### src/design/i2p_pkg.sv
// ----------------------------------------------------------------------------
// i2p_pkg
// Shared types, constants and character helpers for the infix-to-postfix block
// ----------------------------------------------------------------------------
package i2p_pkg;

  localparam int STACK_DEPTH = 32;
  localparam int CNT_W       = $clog2(STACK_DEPTH + 1);

  localparam logic [7:0] CH_OPEN  = 8'h28;
  localparam logic [7:0] CH_CLOSE = 8'h29;
  localparam logic [7:0] CH_POW   = 8'h5e;
  localparam logic [7:0] CH_MUL   = 8'h2a;
  localparam logic [7:0] CH_DIV   = 8'h2f;
  localparam logic [7:0] CH_MOD   = 8'h25;
  localparam logic [7:0] CH_ADD   = 8'h2b;
  localparam logic [7:0] CH_SUB   = 8'h2d;

  typedef enum logic [2:0] {
    OP_OPEN = 3'd0,
    OP_POW  = 3'd1,
    OP_MUL  = 3'd2,
    OP_DIV  = 3'd3,
    OP_MOD  = 3'd4,
    OP_ADD  = 3'd5,
    OP_SUB  = 3'd6,
    OP_NONE = 3'd7
  } op_code_t;

  typedef enum logic [1:0] {
    ST_OK  = 2'd0,
    ST_OVF = 2'd1,
    ST_UNB = 2'd2
  } status_t;

  typedef struct packed {
    logic     push;
    logic     pop;
    op_code_t code;
  } stk_cmd_t;

  function automatic op_code_t char_to_code(input logic [7:0] ch);
    op_code_t c;
    unique case (ch)
      CH_OPEN: c = OP_OPEN;
      CH_POW:  c = OP_POW;
      CH_MUL:  c = OP_MUL;
      CH_DIV:  c = OP_DIV;
      CH_MOD:  c = OP_MOD;
      CH_ADD:  c = OP_ADD;
      CH_SUB:  c = OP_SUB;
      default: c = OP_NONE;
    endcase
    return c;
  endfunction

  function automatic logic [7:0] code_to_char(input op_code_t c);
    logic [7:0] ch;
    unique case (c)
      OP_OPEN: ch = CH_OPEN;
      OP_POW:  ch = CH_POW;
      OP_MUL:  ch = CH_MUL;
      OP_DIV:  ch = CH_DIV;
      OP_MOD:  ch = CH_MOD;
      OP_ADD:  ch = CH_ADD;
      OP_SUB:  ch = CH_SUB;
      default: ch = 8'h00;
    endcase
    return ch;
  endfunction

  function automatic logic [1:0] code_prio(input op_code_t c);
    logic [1:0] p;
    unique case (c)
      OP_POW:                 p = 2'd3;
      OP_MUL, OP_DIV, OP_MOD: p = 2'd2;
      OP_ADD, OP_SUB:         p = 2'd1;
      default:                p = 2'd0;
    endcase
    return p;
  endfunction

endpackage

### src/design/i2p_cell.sv
// ----------------------------------------------------------------------------
// i2p_cell
// One stack entry; loads from the entry above on push, from below on pop
// ----------------------------------------------------------------------------
module i2p_cell (
  input  logic              clk,
  input  logic              push,
  input  logic              pop,
  input  i2p_pkg::op_code_t from_above,
  input  i2p_pkg::op_code_t from_below,
  output i2p_pkg::op_code_t entry
);
  import i2p_pkg::*;

  op_code_t entry_r;

  always_ff @(posedge clk) begin
    if (push) begin
      entry_r <= from_above;
    end else if (pop) begin
      entry_r <= from_below;
    end
  end

  assign entry = entry_r;

endmodule

### src/design/i2p_stack.sv
// ----------------------------------------------------------------------------
// i2p_stack
// Operator stack built as a row of shifting cells, top in cell zero
// ----------------------------------------------------------------------------
module i2p_stack (
  input  logic                    clk,
  input  logic                    rst_n,
  input  i2p_pkg::stk_cmd_t       cmd,
  output i2p_pkg::op_code_t       top,
  output logic [i2p_pkg::CNT_W-1:0] count,
  output logic                    full
);
  import i2p_pkg::*;

  op_code_t             ent [STACK_DEPTH];
  logic [CNT_W-1:0]     count_r;
  logic [CNT_W-1:0]     count_nxt;

  genvar i;
  generate
    for (i = 0; i < STACK_DEPTH; i++) begin : g_cell
      op_code_t above;
      op_code_t below;
      if (i == 0) begin : g_top
        assign above = cmd.code;
      end else begin : g_mid
        assign above = ent[i-1];
      end
      if (i == STACK_DEPTH - 1) begin : g_end
        assign below = OP_OPEN;
      end else begin : g_nend
        assign below = ent[i+1];
      end
      i2p_cell u_cell (
        .clk        (clk),
        .push       (cmd.push),
        .pop        (cmd.pop),
        .from_above (above),
        .from_below (below),
        .entry      (ent[i])
      );
    end
  endgenerate

  always_comb begin
    count_nxt = count_r;
    if (cmd.push) begin
      count_nxt = count_r + CNT_W'(1);
    end else if (cmd.pop) begin
      count_nxt = count_r - CNT_W'(1);
    end
  end

  always_ff @(posedge clk) begin
    if (!rst_n) begin
      count_r <= '0;
    end else begin
      count_r <= count_nxt;
    end
  end

  assign top   = ent[0];
  assign count = count_r;
  assign full  = (count_r == CNT_W'(STACK_DEPTH));

endmodule

### src/design/infix_to_postfix_converter.sv
// ----------------------------------------------------------------------------
// infix_to_postfix_converter
// Shunting-yard conversion of an infix character stream to postfix order
// ----------------------------------------------------------------------------
//   channel   dir   tdata                        tuser      tlast
//   in_       in    [7:0] in_char                -          is_last
//   out_      out   [7:0] out_char, [9:8] status has_char   end_of_expr
//
// an operator or ')' pops the operators that it releases one at a time, since
// the operator stack shifts one entry per cycle while no pop is held back;
// the last character then flushes every remaining entry and closes out
// an emitting pop or a new input character waits while the held result and the output register are full and stalled
// synchronous active-low reset empties the stack and clears the error flags
// the newest result of a character is held back, so the end mark is exact
// ----------------------------------------------------------------------------
module infix_to_postfix_converter (
  input  logic        clk,
  input  logic        rst_n,
  input  logic        in_tvalid,
  output logic        in_tready,
  input  logic [7:0]  in_tdata,   // [7:0] in_char
  input  logic        in_tlast,
  output logic        out_tvalid,
  input  logic        out_tready,
  output logic [15:0] out_tdata,  // [7:0] out_char, [9:8] status, [15:10] zero
  output logic [0:0]  out_tuser,  // [0] has_char
  output logic        out_tlast
);
  import i2p_pkg::*;

  typedef enum logic [2:0] {
    S_IDLE,
    S_EMIT,
    S_CLOSE,
    S_PUSH,
    S_OPER,
    S_FLUSH,
    S_FIN
  } state_t;

  state_t           state_r, state_nxt;
  logic [7:0]       ch_r;
  logic             last_r;
  op_code_t         code_r;
  logic [1:0]       flags_r;
  logic             hold_v_r;
  logic [7:0]       hold_char_r;
  logic             out_valid_r;
  logic [7:0]       out_char_r;
  logic             out_has_r;
  logic             out_end_r;
  status_t          out_status_r;

  stk_cmd_t         cmd;
  op_code_t         top;
  logic [CNT_W-1:0] count;
  logic             full;

  logic             emit_ok, can_hold, gen_v, fin, set_ovf, set_unb, drain;
  logic [7:0]       gen_char;
  op_code_t         in_code;
  state_t           after;
  logic [1:0]       flags_fin;

  i2p_stack u_stack (
    .clk   (clk),
    .rst_n (rst_n),
    .cmd   (cmd),
    .top   (top),
    .count (count),
    .full  (full)
  );

  assign emit_ok   = !out_valid_r || out_tready;
  assign can_hold  = !hold_v_r || emit_ok;
  assign drain     = (state_r == S_IDLE) && hold_v_r && emit_ok;
  assign in_code   = char_to_code(in_tdata);
  assign after     = last_r ? S_FLUSH : S_IDLE;
  assign flags_fin = flags_r;

  always_comb begin
    cmd       = '{push: 1'b0, pop: 1'b0, code: code_r};
    gen_v     = 1'b0;
    gen_char  = code_to_char(top);
    fin       = 1'b0;
    set_ovf   = 1'b0;
    set_unb   = 1'b0;
    state_nxt = state_r;
    unique case (state_r)
      S_IDLE: begin
        if (in_tvalid && in_tready) begin
          if (in_tdata == CH_CLOSE) begin
            state_nxt = S_CLOSE;
          end else if (in_code == OP_OPEN) begin
            state_nxt = S_PUSH;
          end else if (in_code != OP_NONE) begin
            state_nxt = S_OPER;
          end else begin
            state_nxt = S_EMIT;
          end
        end
      end
      S_EMIT: begin
        if (can_hold) begin
          gen_v     = 1'b1;
          gen_char  = ch_r;
          state_nxt = after;
        end
      end
      S_CLOSE: begin
        if (count == '0) begin
          set_unb   = 1'b1;
          state_nxt = after;
        end else if (top == OP_OPEN) begin
          cmd.pop   = 1'b1;
          state_nxt = after;
        end else if (can_hold) begin
          gen_v   = 1'b1;
          cmd.pop = 1'b1;
        end
      end
      S_PUSH: begin
        if (full) begin
          set_ovf = 1'b1;
        end else begin
          cmd.push = 1'b1;
        end
        state_nxt = after;
      end
      S_OPER: begin
        if (count != '0 && code_prio(top) >= code_prio(code_r)) begin
          if (can_hold) begin
            gen_v   = 1'b1;
            cmd.pop = 1'b1;
          end
        end else begin
          if (full) begin
            set_ovf = 1'b1;
          end else begin
            cmd.push = 1'b1;
          end
          state_nxt = after;
        end
      end
      S_FLUSH: begin
        if (count == '0) begin
          state_nxt = S_FIN;
        end else if (top == OP_OPEN) begin
          cmd.pop = 1'b1;
          set_unb = 1'b1;
        end else if (can_hold) begin
          gen_v   = 1'b1;
          cmd.pop = 1'b1;
        end
      end
      S_FIN: begin
        if (emit_ok) begin
          fin       = 1'b1;
          state_nxt = S_IDLE;
        end
      end
      default: state_nxt = S_IDLE;
    endcase
  end

  always_ff @(posedge clk) begin
    if (!rst_n) begin
      state_r     <= S_IDLE;
      flags_r     <= '0;
      hold_v_r    <= 1'b0;
      out_valid_r <= 1'b0;
    end else begin
      state_r <= state_nxt;
      if (in_tvalid && in_tready) begin
        ch_r   <= in_tdata;
        last_r <= in_tlast;
        code_r <= in_code;
      end
      if (fin) begin
        out_valid_r  <= 1'b1;
        out_char_r   <= hold_v_r ? hold_char_r : 8'h00;
        out_has_r    <= hold_v_r;
        out_end_r    <= 1'b1;
        out_status_r <= flags_fin[1] ? ST_UNB : (flags_fin[0] ? ST_OVF : ST_OK);
        hold_v_r     <= 1'b0;
        flags_r      <= '0;
      end else begin
        flags_r <= flags_r | {set_unb, set_ovf};
        if (gen_v) begin
          hold_v_r    <= 1'b1;
          hold_char_r <= gen_char;
          if (hold_v_r) begin
            out_valid_r  <= 1'b1;
            out_char_r   <= hold_char_r;
            out_has_r    <= 1'b1;
            out_end_r    <= 1'b0;
            out_status_r <= ST_OK;
          end else if (out_tready) begin
            out_valid_r <= 1'b0;
          end
        end else if (drain) begin
          hold_v_r     <= 1'b0;
          out_valid_r  <= 1'b1;
          out_char_r   <= hold_char_r;
          out_has_r    <= 1'b1;
          out_end_r    <= 1'b0;
          out_status_r <= ST_OK;
        end else if (out_tready) begin
          out_valid_r <= 1'b0;
        end
      end
    end
  end

  assign in_tready  = (state_r == S_IDLE) && (!hold_v_r || emit_ok);
  assign out_tvalid = out_valid_r;
  assign out_tdata  = {6'b0, out_status_r, out_char_r};
  assign out_tuser  = out_has_r;
  assign out_tlast  = out_end_r;

`ifndef SYNTHESIS
  a_status_only_at_end: assert property (@(posedge clk) disable iff (!rst_n)
    out_tvalid && !out_tlast |-> out_tdata[9:8] == ST_OK)
    else $error("status set on a transaction before the end");

  a_bare_marker_at_end: assert property (@(posedge clk) disable iff (!rst_n)
    out_tvalid && !out_tuser[0] |-> out_tlast && out_tdata[7:0] == 8'h00)
    else $error("bare marker away from the end");

  a_count_in_range: assert property (@(posedge clk) disable iff (!rst_n)
    count <= CNT_W'(STACK_DEPTH))
    else $error("stack count beyond depth");

  a_empty_after_end: assert property (@(posedge clk) disable iff (!rst_n)
    state_r == S_FIN |-> count == '0)
    else $error("stack not empty at end of expression");
`endif

endmodule

### config.mk
export PLATFORM = sky130hd
export DESIGN_NAME = infix_to_postfix_converter
export DESIGN_NICKNAME = d
export VERILOG_FILES = /design/src/design/i2p_pkg.sv /design/src/design/i2p_cell.sv /design/src/design/i2p_stack.sv /design/src/design/infix_to_postfix_converter.sv
export SDC_FILE = /design/constraint.sdc
export NUM_CORES = 1
export LEC_CHECK = 0
export BUFFER_PORTS_ARGS = -buffer_cell sky130_fd_sc_hd__buf_2
export CORE_MARGIN = 1.5
export CORE_UTILIZATION = 45
export DETAILED_ROUTE_END_ITERATION = 16
export GPL_TIMING_DRIVEN = 0
export PLACE_DENSITY_LB_ADDON = 0.05
export SKIP_LAST_GASP = 1
export SYNTH_ARGS = -nofsm -noshare
export SYNTH_HDL_FRONTEND = slang
export SYNTH_SLANG_ARGS = --single-unit
### constraint.sdc
create_clock -name clk -period 4.47 [get_ports clk]
set_input_delay 0 -clock clk [delete_from_list [all_inputs] [get_ports clk]]
set_output_delay 0 -clock clk [all_outputs]
set_load 0.05 [all_outputs]
==> flow_summary.json <==
{
  "leakage_nw": 3.23,
  "ys_seq_elements": 141,
  "worstSetupPathType": "reg -> reg",
  "grt_pass1_vias": 4518,
  "critPathBufInv": 3,
  "path_clk_slew_ns": 0.06,
  "portBuffers": 26,
  "wire_per_inst_um": 13.6,
  "htreeDepth": 4,
  "timing.max_cap.violations": 0,
  "drc": 0,
  "initial_core_util": 0.460,
  "grt_usage": 0.171,
  "crit_chain": "clkbuf_1 > nand2_1 > o21a_1 > ha_1 > nand2b_1 > a21o_1 > o21ai_2 > a2bb2oi_2 > buf_6 > buf_2 > ha_1 > a21oi_1 > nand2_1 > a31oi_1 > nand3b_1 > mux2_2 > o311ai_1",
  "async_flop_share": 0,
  "relSlewSlack": 0.195,
  "fp.dieW_um": 125,
  "clock_path_buffers": 2,
  "cp_slowest_cell": "edfxtp_1",
  "critPathCaptureType": "flop",
  "fp.dieH_um": 125,
  "synth_common_cells": "nand2_1 (302), edfxtp_1 (128), nor2_1 (18)",
  "start_kind": "flop",
  "drt-total-wl_um": 12500,
  "tns_ns": 0,
  "die_area_um2": 15500,
  "synth.area.top_cells": "edfxtp_1 (58%), nand2_1 (17%), dfxtp_1 (3.9%)",
  "hpwl_um": 8360,
  "placed_area_um2": 7060,
  "antenna_found_initial": 0,
  "cts_tree": "built",
  "vdd_drop_max_mv": 0.385,
  "synth-seq-area-share": 0.617,
  "maxSlewViolCount": 0,
  "worst_hold_path_type": "in -> reg",
  "gp_congestion": 0.842,
  "setup_ws_ns": 0.747,
  "rsz0062_at_grt": "false",
  "grt_max_degree": 61,
  "min_period_over_period": 0.833,
  "fin_area_um2": 7820,
  "critPathMaxFanout": 14,
  "cp_top_family": "compound AO/OA/AOI/OAI gates",
  "syn_area_um2": 6660,
  "diodes": 0,
  "r2r_slack_ns": 0.75,
  "tightest_slew_ns": 1.20,
  "design.core.area_um2": 14500,
  "drive_above_1_share": 0.131,
  "hold_viol_final": 0,
  "fmax_mhz": 269,
  "critical_path.max_stage_delay_ns": 0.32,
  "yosysMostFrequentCell": "nand2_1",
  "status": "complete, no violations",
  "root_buffer": "clkbuf_16",
  "cts_buffers": 17,
  "grt-ovfl-total": 0,
  "yosys.area.top_type": "edfxtp_1",
  "fin_util": 0.540,
  "fin_nets": 742,
  "synth_ff_type": "edfxtp_1",
  "clk-insertion-delay-late_ns": 0.42,
  "area_growth_syn_to_layout_pct": 17.5,
  "synthCells": 659,
  "rows": 44,
  "synth-edff-count": 128,
  "dp_slack_ns": 0.746,
  "ys_types": 57,
  "fin_worst_skew_ns": 0.0112,
  "finalSetupViolations": 0,
  "cp.required_ns": 4.79,
  "post_cts_buffers": 0,
  "grt_pass1_wl_um": 21400,
  "synth_warnings": 0,
  "worstPathArrival_ns": 4.05,
  "antenna_left": 0,
  "synth_top_area_share": 0.578,
  "io_pins": 33,
  "synth.avg_cell_area_um2": 10.1,
  "drt_first_pass_iters": 5,
  "first_iter_violations": 357,
  "power_density_nw_per_um2": 782,
  "vias": 4595,
  "via_per_inst": 5.01,
  "period_minus_slack_ns": 3.72,
  "cts_sinks": 141
}
[path summary, 6_finish.rpt]
path                                                   startpoint          endpoint  cells after the start
worst min-delay path                                   out_tready          hold_v_r                      4
worst min register to register                   u_stack.count[3]  u_stack.count[3]                      2
worst max register to register  u_stack.g_cell[0].u_cell.entry[1]  u_stack.count[5]                     17
worst max-delay path            u_stack.g_cell[0].u_cell.entry[1]  u_stack.count[5]                     17
[tightest hold or removal path, cell delays in order]
cell	delay, ns
buf_2	0.07
nor2b_1	0.11
o21ai_0	0.18
a21oi_1	0.07
[placed cells by master, fill, tap and decap left out, types with 9 or more instances in the layout]
cell type	Yosys	final
dlygate4sd3_1	0	10
buf_6	9	9
o21ai_0	14	14
dfxtp_1	13	13
nand2_1	302	302
inv_1	13	12
edfxtp_1	128	128
nand3_1	10	10
buf_2	13	39
clkbuf_16	0	17
clkbuf_1	10	11
nor2_1	18	18
a21oi_1	13	13
nor2b_1	13	13
[what timing repair did]
action	CTS	global route
hold buffers	10	0
gates resized for setup	0	0
endpoints found under the hold margin	12	0
[state kept, by name (all words and copies together) (netlist names)]
name and flops:
hold_v_r 1, flags_fin 2, state_r 3, out_status_r 2
u_stack.g_cell.u_cell.entry 96, u_stack.count 6, out_tvalid 1, ch_r 8
out_tlast 1, out_char_r 8, hold_char_r 8, last_r 1
out_tuser 1, code_r 3
[cells by family after synthesis]
| logic type | Yosys count | share of synthesized area |
|---|---|---|
| mux | 6 | 0.00921 |
| fa+ha+maj | 10 | 0.0196 |
| simple gates | 380 | 0.238 |
| xor+xnor | 6 | 0.00790 |
| flops | 141 | 0.617 |
| compound gates | 62 | 0.0622 |
| other cells | 1 | 0.000563 |
| buf+inv | 53 | 0.0463 |
[stage by stage]
step | hold WS [ns] | total power [mW] | cells
2_1_floorplan | 0.0989 | 4.08 | 664
3_3_place_gp | 0.177 | 4.54 | 874
3_5_place_dp | 0.185 | 4.60 | 875
4_1_cts | 0.0509 | 6.17 | 917
5_1_grt | 0.151 | 6.57 | 917
6_report | 0.0699 | 6.11 | 917
[final cells by class]
cell class              count  area (um2)
plain buffers              39         253
repair buffers             37         258
well taps                 184         230
flip-flops and latches    141        4100
fillers                  1295        6660
multi-input cells         470        2270
clock buffers              18         429
inverters                  14        57.6
clock inverters            14         218
[routing by layer]
metal	vias up	wire length, um	GRT usage	part of all wire
met3	12	370	0.0412	0.030
met2	60	5670	0.269	0.46
met5	-	0	0	0
li1	2342	-	-	-
met1	2181	6310	0.233	0.51
met4	0	105	0.0595	0.0084
[where the power goes]
group          internal, mW  leakage (nW)  switching (mW)
Combinational         0.670          1.66            1.32
Clock                 0.990         0.295           0.548
Sequential             2.34          1.27           0.249
Total                  4.00          3.23            2.11
No activity file was read; power rests on OpenSTA's default activity.
